--- config.mk ---
export PLATFORM = sky130hd
export DESIGN_NAME = cp866_to_html_entity_encoder
export DESIGN_NICKNAME = d
export VERILOG_FILES = /design/src/hw/rtl/cp866_pkg.sv /design/src/hw/rtl/cp866_to_html_entity_encoder.sv
export VERILOG_INCLUDE_DIRS = /design/src /design/src/hw/rtl
export SDC_FILE = /design/constraint.sdc
export NUM_CORES = 1
export LEC_CHECK = 0
export BUFFER_PORTS_ARGS = -buffer_cell sky130_fd_sc_hd__buf_2
export CAP_MARGIN = 20
export CORE_MARGIN = 1.5
export CORE_UTILIZATION = 55
export DETAILED_ROUTE_END_ITERATION = 7
export PLACE_DENSITY = 0.75
export SKIP_CTS_REPAIR_TIMING = 1
export SYNTH_ARGS = -nofsm -noshare
export SYNTH_HDL_FRONTEND = slang
export SYNTH_SLANG_ARGS = --single-unit
--- constraint.sdc ---
create_clock -name clk_i -period 2.8 [get_ports clk_i]
set_input_delay 0.14 -clock clk_i [delete_from_list [all_inputs] [get_ports clk_i]]
set_output_delay 0.14 -clock clk_i [all_outputs]
set_load 0.01 [all_outputs]
--- src/hw/rtl/cp866_to_html_entity_encoder_macros.svh ---
// ----------------------------------------------------------------------------
// cp866 encoder assertion macros
// shared assertion wrappers, clocked on the rising edge, off during reset
// ----------------------------------------------------------------------------
`ifndef CP866_TO_HTML_ENTITY_ENCODER_MACROS_SVH
`define CP866_TO_HTML_ENTITY_ENCODER_MACROS_SVH

// property must hold at every edge out of reset
`define CP866_ASSERT(label, clk, rst_n, prop, msg) \
  label: assert property (@(posedge clk) disable iff (!rst_n) (prop)) else $error(msg);

// condition must never be seen out of reset
`define CP866_ASSERT_NEVER(label, clk, rst_n, cond, msg) \
  `CP866_ASSERT(label, clk, rst_n, !(cond), msg)

`endif

--- src/hw/rtl/cp866_pkg.sv ---
// ----------------------------------------------------------------------------
// cp866 encoder package
// character codes, stage payload types and mapping helpers
// ----------------------------------------------------------------------------
package cp866_pkg;

  localparam int unsigned CodeW = 14;  // largest code point is 9616

  localparam logic [7:0] CHAR_AMP  = 8'h26;
  localparam logic [7:0] CHAR_HASH = 8'h23;
  localparam logic [7:0] CHAR_SEMI = 8'h3B;
  localparam logic [7:0] CHAR_LT   = 8'h3C;
  localparam logic [7:0] CHAR_GT   = 8'h3E;
  localparam logic [7:0] CHAR_ZERO = 8'h30;

  typedef struct packed {
    logic [3:0]       digit;
    logic [CodeW-1:0] rem;
  } dig_rem_t;

  typedef struct packed {
    logic             entity;
    logic [7:0]       raw;
    logic [CodeW-1:0] code;
  } s1_t;

  typedef struct packed {
    logic       entity;
    logic [7:0] raw;
    logic [3:0] d3;
    logic [9:0] rem;
  } s2_t;

  typedef struct packed {
    logic       entity;
    logic [7:0] raw;
    logic [3:0] d3;
    logic [3:0] d2;
    logic [6:0] rem;
  } s3_t;

  typedef struct packed {
    logic            entity;
    logic [7:0]      raw;
    logic [3:0][3:0] digits;    // most significant first, index 0
    logic [2:0]      last_pos;
  } s4_t;

  // box drawing and block codes for bytes 179..223
  function automatic logic [CodeW-1:0] box_code(input logic [5:0] idx);
    logic [CodeW-1:0] c;
    case (idx)
      6'd0:  c = 14'h2502;  6'd1:  c = 14'h2524;  6'd2:  c = 14'h2561;
      6'd3:  c = 14'h2562;  6'd4:  c = 14'h2556;  6'd5:  c = 14'h2555;
      6'd6:  c = 14'h2563;  6'd7:  c = 14'h2551;  6'd8:  c = 14'h2557;
      6'd9:  c = 14'h255d;  6'd10: c = 14'h255c;  6'd11: c = 14'h255b;
      6'd12: c = 14'h2510;  6'd13: c = 14'h2514;  6'd14: c = 14'h2534;
      6'd15: c = 14'h252c;  6'd16: c = 14'h251c;  6'd17: c = 14'h2500;
      6'd18: c = 14'h253c;  6'd19: c = 14'h255e;  6'd20: c = 14'h255f;
      6'd21: c = 14'h255a;  6'd22: c = 14'h2554;  6'd23: c = 14'h2569;
      6'd24: c = 14'h2566;  6'd25: c = 14'h2560;  6'd26: c = 14'h2550;
      6'd27: c = 14'h256c;  6'd28: c = 14'h2567;  6'd29: c = 14'h2568;
      6'd30: c = 14'h2564;  6'd31: c = 14'h2565;  6'd32: c = 14'h2559;
      6'd33: c = 14'h2558;  6'd34: c = 14'h2552;  6'd35: c = 14'h2553;
      6'd36: c = 14'h256b;  6'd37: c = 14'h256a;  6'd38: c = 14'h2518;
      6'd39: c = 14'h250c;  6'd40: c = 14'h2588;  6'd41: c = 14'h2584;
      6'd42: c = 14'h258c;  6'd43: c = 14'h2590;  6'd44: c = 14'h2580;
      default: c = '0;
    endcase
    return c;
  endfunction

  function automatic logic [CodeW-1:0] map_code(input logic [7:0] b);
    logic [CodeW-1:0] c;
    logic [7:0]       off;
    off = b - 8'd179;
    if (b inside {[8'd128:8'd175]}) begin
      c = {6'b0, b} + 14'd912;
    end else if (b inside {[8'd224:8'd239]}) begin
      c = {6'b0, b} + 14'd864;
    end else if (b inside {[8'd179:8'd223]}) begin
      c = box_code(off[5:0]);
    end else begin
      c = {6'b0, b};
    end
    return c;
  endfunction

  // one decimal digit by parallel compares against constant multiples
  function automatic dig_rem_t dec_digit(input logic [CodeW-1:0] value,
                                         input logic [CodeW-1:0] unit);
    dig_rem_t r;
    r.digit = '0;
    r.rem   = value;
    for (int k = 1; k < 10; k++) begin
      if (value >= CodeW'(k) * unit) begin
        r.digit = 4'(k);
        r.rem   = value - CodeW'(k) * unit;
      end
    end
    return r;
  endfunction

endpackage

--- src/hw/rtl/cp866_to_html_entity_encoder.sv ---
// ----------------------------------------------------------------------------
// cp866 to html entity encoder
// four stage pipeline: map, thousands, hundreds, tens/ones and serializer
// ----------------------------------------------------------------------------
// a byte passes the map, thousands, hundreds and tens/ones registers before its first character is valid
// throughput: one byte per cycle when it yields one character and out_ready_i
//   is high; an entity run holds the serializer stage for its 5 to 7 characters
// reset: pipeline empties, en_q (transcode enable) comes up as 1
module cp866_to_html_entity_encoder
  import cp866_pkg::*;
(
  input  logic       clk_i,
  input  logic       rst_ni,
  input  logic       cfg_we_i,
  input  logic       cfg_wdata_i,
  input  logic       in_valid_i,
  output logic       in_ready_o,
  input  logic [7:0] in_byte_i,
  output logic       out_valid_o,
  input  logic       out_ready_i,
  output logic [7:0] out_char_o,
  output logic       run_last_o
);

  `include "cp866_to_html_entity_encoder_macros.svh"

  logic       en_q;
  logic       v1_q, v2_q, v3_q, v4_q;
  s1_t        p1_q, p1_d;
  s2_t        p2_q, p2_d;
  s3_t        p3_q, p3_d;
  s4_t        p4_q, p4_d;
  logic [2:0] pos_q, pos_d;
  logic       rdy1, rdy2, rdy3, rdy4;
  logic [1:0] dig_idx;
  dig_rem_t   thou, hund, tens;

  always_ff @(posedge clk_i or negedge rst_ni) begin
    if (!rst_ni) begin
      en_q <= 1'b1;
    end else if (cfg_we_i) begin
      en_q <= cfg_wdata_i;
    end
  end

  // stall chain
  assign rdy4       = !v4_q || (out_ready_i && run_last_o);
  assign rdy3       = !v3_q || rdy4;
  assign rdy2       = !v2_q || rdy3;
  assign rdy1       = !v1_q || rdy2;
  assign in_ready_o = rdy1;

  // stage 1: code point mapping
  always_comb begin
    p1_d.raw    = in_byte_i;
    p1_d.code   = map_code(in_byte_i);
    p1_d.entity = en_q && (p1_d.code >= CodeW'(128) ||
                  in_byte_i inside {CHAR_AMP, CHAR_LT, CHAR_GT});
  end

  // stage 2: thousands digit
  always_comb begin
    thou        = dec_digit(p1_q.code, CodeW'(1000));
    p2_d.entity = p1_q.entity;
    p2_d.raw    = p1_q.raw;
    p2_d.d3     = thou.digit;
    p2_d.rem    = thou.rem[9:0];
  end

  // stage 3: hundreds digit
  always_comb begin
    hund        = dec_digit({4'b0, p2_q.rem}, CodeW'(100));
    p3_d.entity = p2_q.entity;
    p3_d.raw    = p2_q.raw;
    p3_d.d3     = p2_q.d3;
    p3_d.d2     = hund.digit;
    p3_d.rem    = hund.rem[6:0];
  end

  // stage 4: tens and ones, drop leading zeros
  always_comb begin
    tens        = dec_digit({7'b0, p3_q.rem}, CodeW'(10));
    p4_d.entity = p3_q.entity;
    p4_d.raw    = p3_q.raw;
    if (p3_q.d3 != 4'd0) begin
      p4_d.digits   = {tens.rem[3:0], tens.digit, p3_q.d2, p3_q.d3};
      p4_d.last_pos = 3'd6;
    end else if (p3_q.d2 != 4'd0) begin
      p4_d.digits   = {4'd0, tens.rem[3:0], tens.digit, p3_q.d2};
      p4_d.last_pos = 3'd5;
    end else begin
      p4_d.digits   = {4'd0, 4'd0, tens.rem[3:0], tens.digit};
      p4_d.last_pos = 3'd4;
    end
  end

  always_ff @(posedge clk_i or negedge rst_ni) begin
    if (!rst_ni) begin
      v1_q <= 1'b0;
      v2_q <= 1'b0;
      v3_q <= 1'b0;
      v4_q <= 1'b0;
    end else begin
      if (rdy1) v1_q <= in_valid_i;
      if (rdy2) v2_q <= v1_q;
      if (rdy3) v3_q <= v2_q;
      if (rdy4) v4_q <= v3_q;
    end
  end

  always_ff @(posedge clk_i) begin
    if (rdy1 && in_valid_i) p1_q <= p1_d;
    if (rdy2 && v1_q)       p2_q <= p2_d;
    if (rdy3 && v2_q)       p3_q <= p3_d;
    if (rdy4 && v3_q)       p4_q <= p4_d;
  end

  // serializer position within the run
  always_comb begin
    pos_d = pos_q;
    if (out_valid_o && out_ready_i) begin
      pos_d = run_last_o ? 3'd0 : pos_q + 3'd1;
    end
  end

  always_ff @(posedge clk_i or negedge rst_ni) begin
    if (!rst_ni) begin
      pos_q <= 3'd0;
    end else begin
      pos_q <= pos_d;
    end
  end

  assign dig_idx     = 2'(pos_q - 3'd2);
  assign out_valid_o = v4_q;
  assign run_last_o  = !p4_q.entity || (pos_q == p4_q.last_pos);

  always_comb begin
    if (!p4_q.entity) begin
      out_char_o = p4_q.raw;
    end else begin
      case (pos_q)
        3'd0:    out_char_o = CHAR_AMP;
        3'd1:    out_char_o = CHAR_HASH;
        default: begin
          if (pos_q == p4_q.last_pos) begin
            out_char_o = CHAR_SEMI;
          end else begin
            out_char_o = CHAR_ZERO + {4'b0, p4_q.digits[dig_idx]};
          end
        end
      endcase
    end
  end

  `CP866_ASSERT(a_pos_only_in_entity, clk_i, rst_ni, (pos_q != 3'd0) |-> (v4_q && p4_q.entity), "serializer position set without an entity run")
  `CP866_ASSERT(a_pos_bounded, clk_i, rst_ni, (v4_q && p4_q.entity) |-> (pos_q <= p4_q.last_pos), "serializer position past end of run")
  `CP866_ASSERT(a_run_continues, clk_i, rst_ni, (out_valid_o && out_ready_i && !run_last_o) |=> out_valid_o, "entity run dropped before its last character")
  `CP866_ASSERT_NEVER(a_stall_needs_item, clk_i, rst_ni, !in_ready_o && !v1_q, "input stalled with empty first stage")

endmodule

==> results of run 1 <==
path summary, 6_finish.rpt:
check                      cells past startpoint                  to                from  slack (ns)
min                                            2    v1_q$_DFFE_PN0N_          in_valid_i       0.008
max reg2reg                                    9   p4_q[8]$_DFFE_PP_   p3_q[2]$_DFFE_PP_        0.20
max                                            9   p4_q[8]$_DFFE_PP_   p3_q[2]$_DFFE_PP_        0.20
max in group asynchronous                      2    en_q$_DFFE_PN1P_              rst_ni        2.37
min in group asynchronous                      2    v3_q$_DFFE_PN0P_              rst_ni        0.18
min reg2reg                                    0  p3_q[20]$_DFFE_PP_  p2_q[19]$_DFFE_PP_        0.41
state kept, by name, indices dropped and copies added (netlist names):
name and flops:
p3_q 24, p2_q 23, out_valid_o 1, pos_q 3, v3_q 1, p1_q 21, v2_q 1, en_q 1
v1_q 1, p4_q 27
cell families after synthesis:
group           Yosys count
buf+inv                  76
simple gates            218
other cells               1
mux                       8
flops                   103
xor+xnor                 25
fa+ha+maj                56
compound gates          225
per-layer routing:
layer | share of wire, % | up-vias
li1 | - | 2776
met1 | 42 | 2712
met2 | 50 | 256
met3 | 5.8 | 34
met4 | 2.1 | 0
met5 | 0 | -
area by class of cell:
cell class,count,share of cell area (%)
multi-input combinational,533,46.3
sequential,103,38.6
timing repair buffer,75,6.42
clock buffer,10,2.89
tap,172,2.72
inverter,44,2.09
clock inverter,6,0.949
placed cells by master (no fill, tap or decap), types with 4 or more instances in the layout:
cell | netlist | final
dfrtp_1 | 7 | 7
or2_2 | 5 | 5
o21ai_0 | 55 | 55
a21o_1 | 7 | 7
inv_1 | 42 | 42
o31ai_1 | 5 | 5
nor2_1 | 56 | 55
buf_4 | 0 | 49
o211ai_1 | 7 | 7
a21oi_1 | 51 | 51
nor3_1 | 18 | 18
edfxtp_1 | 95 | 95
nand3_1 | 16 | 16
xnor2_1 | 22 | 22
o22ai_1 | 9 | 9
a31oi_1 | 15 | 15
o21bai_1 | 5 | 5
nor2b_1 | 6 | 5
a21boi_0 | 4 | 4
a311oi_1 | 4 | 4
nand2_1 | 57 | 57
o221ai_1 | 13 | 13
nand2b_1 | 11 | 11
clkbuf_16 | 0 | 9
and3_1 | 7 | 7
nand4_1 | 9 | 9
and2_1 | 12 | 12
buf_2 | 6 | 24
ha_1 | 55 | 55
mux4_2 | 4 | 4
power breakdown:
| group | switching [uW] | leakage [uW] | internal [uW] |
|---|---|---|---|
| registers | 105 | 0.000980 | 1890 |
| logic | 850 | 0.00193 | 571 |
| clock network | 538 | 0.000146 | 707 |
| total | 1490 | 0.00305 | 3170 |
stage by stage:
stage / power, uW / cells / hold WS, ns / cell area, um^2 / worst slack (ns)
final: 4660 / 943 / 0.00796 / 7910 / 0.202
after global routing: 4910 / 943 / 0.0191 / 7910 / 0.00626
after CTS: 4660 / 940 / -0.372 / 7880 / 0.0860
after detailed placement: 3420 / 924 / -0.00719 / 7580 / 0.113
after global placement: 3390 / 924 / -0.0141 / 7580 / 0.183
after floorplan: 2970 / 712 / -0.156 / 7030 / 0.0759
==> metrics.cfg, run 1 <==
[sta]
max_slew_margin_pct=32.9
worstMarginPinSlew_ns=1.01
clock.fmax_mhz=385
hold_viol=0
setup_tns_ns=0
fin_crit_ns=2.60
maxSlewViolCount=0
rsz0062_at_grt=false
final-setup-viol-count=0
fin_crit_sh_pct=92.8
fin_skew_ns=0.0105

[placed_design]
gp_congestion=0.959
io_buffers=24
hpwl_um=12500

[route]
firstDrtPassIters=5
wl_per_cell_um=17.5
route.detailed.drc=0
viasPerCell=6.13
drt-initial-drc-count=628
via_count=5778
drt.antenna.violating_nets=0
wl_um=16500

[power_and_ir_drop]
power_leakage_uw=0.00305
vdd_ir_drop_max_mv=0.438
p_per_area_nw_per_um2=589

[logic_synthesis]
ys_types=86
mappedNetlistArea_um2=7020
synth.largest_area_cell=edfxtp_1
synth-seq-cells=103
synth_compound_area_share_pct=21.7
synthMuxAreaShare_pct=1.87
syn_inst=712
synth.most_common_cell=edfxtp_1
synthSimpleGateAreaFrac_pct=15.5
syn_avg_cell_area_um2=9.87
yosysSeqAreaShare_pct=43.5
synth_top_family_by_area=compound AO/OA/AOI/OAI gates
synth_common_cells=edfxtp_1, nand2_1, nor2_1, ha_1, o21ai_0
synth_top_cells_by_area=edfxtp_1, ha_1, o21ai_0, a21oi_1, nand2_1
yosysWarningCount=0
synth_top_area_share_pct=40.6
synth_xor_area_share_pct=3.12
syn_nets=781
synth_edf_count=95
async_reset_ff_share_pct=7.77
synth_fa_ha_area_share_pct=9.94
ys.flop_type=edfxtp_1

[worst_setup_path]
critPathLaunchType=register
max_stage_delay_ns=0.52
end_kind=register
cpMaxStageDelayCell=edfxtp_1
crit_buf_inv=1
critPathArrivalTime_ns=2.67
critical-path-top-delay-family=compound AO/OA/AOI/OAI gates
criticalPathCategory=register to register
required_ns=2.88
worstPathMaxFanout=7
cp_cell_sequence=inv_1 -> ha_1 -> or3b_2 -> a21o_1 -> a21boi_0 -> a21oi_1 -> o21ai_2 -> xnor2_1 -> o221ai_1

[final_layout]
ff_latch_area_um2=3050
multi_input_area_um2=3670
syn_to_final_growth_pct=12.7
final_nets=835
final_util_pct=63.2
num_antenna_cells=0
fill_cells=1057
drive_gt1_share_pct=15.7

[clocking]
cts_buffer_depth=2
clk_pin_slew_worst_paths_ns=0.07
root_buffer=clkbuf_16
clock_sinks=103
cts_tree=done
htreeDepth=3
clk_latency_ns=0.34
numCtsBuffers=9

[floorplan]
core.rowCount=41
top_level_ports=25
floorplan.die.height_um=116
die_w_um=116
initial_core_util_pct=56.1
coreArea_um2=12500
dieArea_um2=13500

[grt]
use_met3_pct=4.45
antenna_found_initial=0
grt-busiest-layer=met2
first_global_vias=5283
grt_pass1_wl_um=26400
track_usage_pct=25.2
met2_usage_pct=42.3
use_met1_pct=32.8
gr-total-overflow=0
grt_max_degree=28

[run_status]
status=complete, no violations

[flow_run]
maxCapViolations=0

[min_path]
holdCritPathClass=input pin to register

No activity file was read; power rests on OpenSTA's default activity.
==> run 2: changes to the inputs <==
--- a/config.mk
+++ b/config.mk
@@ -6,6 +6,7 @@
 export SDC_FILE = /design/constraint.sdc
 export NUM_CORES = 1
 export LEC_CHECK = 0
+export ABC_AREA = 1
 export BUFFER_PORTS_ARGS = -buffer_cell sky130_fd_sc_hd__buf_2
 export CAP_MARGIN = 20
 export CORE_MARGIN = 1.5
==> run 2 against run 1 <==
Sequential share of layout area down 0.88 points. Worst hold slack better by 0.012 ns. Clock power rose by 12%. Highest routed layer unchanged. Cell area increased by 2.4%. Clock skew increased by 0.00084 ns. Sequential power rose by 46%. Flip-flop and latch count unchanged. Die area grew 4.7%. Synthesized area grew 4.9%. Non-clock buffer count decreased by 34.
==> metrics.cfg, run 2 <==
[worst_setup_path]
ff2ff_path_depth=14
critPathArrivalTime_ns=2.69
end_kind=register
max_stage_delay_ns=0.51
cp.depth=14
criticalPathCategory=register to register
critical-path-top-delay-family=simple AND/OR/NAND/NOR gates
cpMaxStageDelayCell=edfxtp_1
crit_buf_inv=1
required_ns=2.90
worstPathMaxFanout=13
cp_cell_sequence=clkinvlp_4 -> ha_1 -> nand2_1 -> nand2_1 -> a21oi_1 -> nand2_1 -> a21oi_1 -> o21ai_1 -> nand2_1 -> nand3_1 -> nand2_1 -> nand2_1 -> nand2_1 -> nand2_1
crit_top_cell=nand2_1
critPathLaunchType=register

[floorplan]
dieArea_um2=14100
initial_core_util_pct=56.1
core.rowCount=42
die_w_um=119
coreArea_um2=13100
top_level_ports=25
floorplan.die.height_um=119

[final_layout]
fill_cells=1137
final_nets=1022
final_cell_mix=nand2_1, inv_1, edfxtp_1, nor2_1, a21oi_1
ff_latch_area_um2=3060
num_antenna_cells=0
drive_gt1_share_pct=11.6
final_util_pct=61.7
multi_input_area_um2=3750
stdcell_area_um2=8100
top_register=p4_q
reg_top3=p4_q (27), p3_q (24), p2_q (23)
largest_reg_flops=27
syn_to_final_growth_pct=10.0
layout_commonest_cell=nand2_1

[grt]
grt_max_degree=28
antenna_found_initial=0
grt_pass1_wl_um=27000
first_global_vias=5783
track_usage_pct=23.4
gr-total-overflow=0

[logic_synthesis]
synth-seq-cells=103
synth.largest_area_cell=edfxtp_1
yosysWarningCount=0
mappedNetlistArea_um2=7370
ys_types=55
ys.flop_type=edfxtp_1
async_reset_ff_share_pct=7.77
syn_inst=917
synth_common_cells=nand2_1, inv_1, edfxtp_1, nor2_1, a21oi_1
synth_top_cells_by_area=edfxtp_1, nand2_1, ha_1, inv_1, a21oi_1
synth.most_common_cell=nand2_1
synth_edf_count=95
yosysSeqAreaShare_pct=41.5
synth_top_area_share_pct=38.7
syn_nets=986
syn_avg_cell_area_um2=8.03

[run_status]
status=complete, no violations

[power_and_ir_drop]
p_per_area_nw_per_um2=1070
finalPower_uw=8660
power_leakage_uw=0.00363
vdd_ir_drop_max_mv=0.520

[sta]
fin_crit_ns=2.60
hold_viol=0
hold_ws_ns=0.0197
fin_skew_ns=0.0114
final-setup-viol-count=0
worstMarginPinSlew_ns=0.578
fin_crit_sh_pct=92.7
max_slew_margin_pct=61.1
maxSlewViolCount=0
clock.fmax_mhz=385

[route]
route.detailed.drc=0
wl_um=16100
viasPerCell=5.49
drt-initial-drc-count=612
route.met2.wl_um=7660
wl_met3_um=963
firstDrtPassIters=5
via_count=6222
drt.antenna.violating_nets=0
wl_per_cell_um=14.2
wl_met1_um=7290
routed.top_layer=met4

[placed_design]
hpwl_um=11900
gp_congestion=0.974
placed_area_um2=7730
io_buffers=24

[clocking]
root_buffer=clkbuf_16
clk_pin_slew_worst_paths_ns=0.07
htreeDepth=3
clk_latency_ns=0.34
numCtsBuffers=9
clock_sinks=103
cts_tree=done
cts_buffer_depth=2

[min_path]
whs_path_depth=3
holdCritPathClass=input pin to register

[flow_run]
maxCapViolations=0

## run 2: where the power goes
group | switching (uW) | internal (uW) | total, uW
logic | 2910 | 1440 | 4340
registers | 384 | 2550 | 2930
clock network | 580 | 807 | 1390
total | 3870 | 4790 | 8660
## run 2: path summary, 6_finish.rpt
check                                   start              endpoint  slack [ns]
setup / recovery            p2_q[3]$_DFFE_PP_     p3_q[2]$_DFFE_PP_        0.20
max in group asynchronous              rst_ni      en_q$_DFFE_PN1P_        2.36
hold / removal                     in_valid_i      v1_q$_DFFE_PN0N_        0.02
setup reg to reg            p2_q[3]$_DFFE_PP_     p3_q[2]$_DFFE_PP_        0.20
hold reg to reg            p3_q[20]$_DFFE_PP_    p4_q[24]$_DFFE_PP_        0.42
min in group asynchronous              rst_ni  pos_q[0]$_DFFE_PN0P_        0.18
## run 2: logic make-up after synthesis
| family | count (synthesis) | synth area share, % |
|---|---|---|
| AND/OR/NAND/NOR | 419 | 24.5 |
| AO/OA/AOI/OAI | 169 | 13.3 |
| buffers and inverters | 142 | 7.63 |
| flip-flops | 103 | 41.5 |
| adder cells (fa/ha/maj) | 55 | 9.34 |
| XOR/XNOR | 27 | 3.57 |
| other | 1 | 0.0509 |
| multiplexers | 1 | 0.136 |
## run 2: tightest hold or removal path, cell delays in order
cell,delay (ns)
buf_2,0.08
inv_1,0.04
nand2_1,0.07
## run 2: stage by stage
stage / std cells / setup slack [ns] / setup TNS, ns
6_report: 1134 / 0.205 / 0
5_1_grt: 1134 / -0.00367 / -0.00367
4_1_cts: 1131 / 0.270 / 0
3_5_place_dp: 1115 / 0.273 / 0
3_3_place_gp: 1115 / 0.339 / 0
2_1_floorplan: 917 / 0.0368 / 0
## run 2: routing by layer
layer / GRT usage, % / up-vias
met2: 38.8 / 224
met4: 5.87 / 0
met3: 3.57 / 18
met1: 32.3 / 2848
met5: 0 / -
li1: - / 3132
## run 2: layout make-up
class,instances,area share [%]
Sequential cell,103,37.7
Multi-Input combinational cell,672,46.3
Inverter,126,5.91
Clock inverter,7,1.41
Tap cell,176,2.72
Clock buffer,9,2.78
Timing Repair Buffer,41,3.15
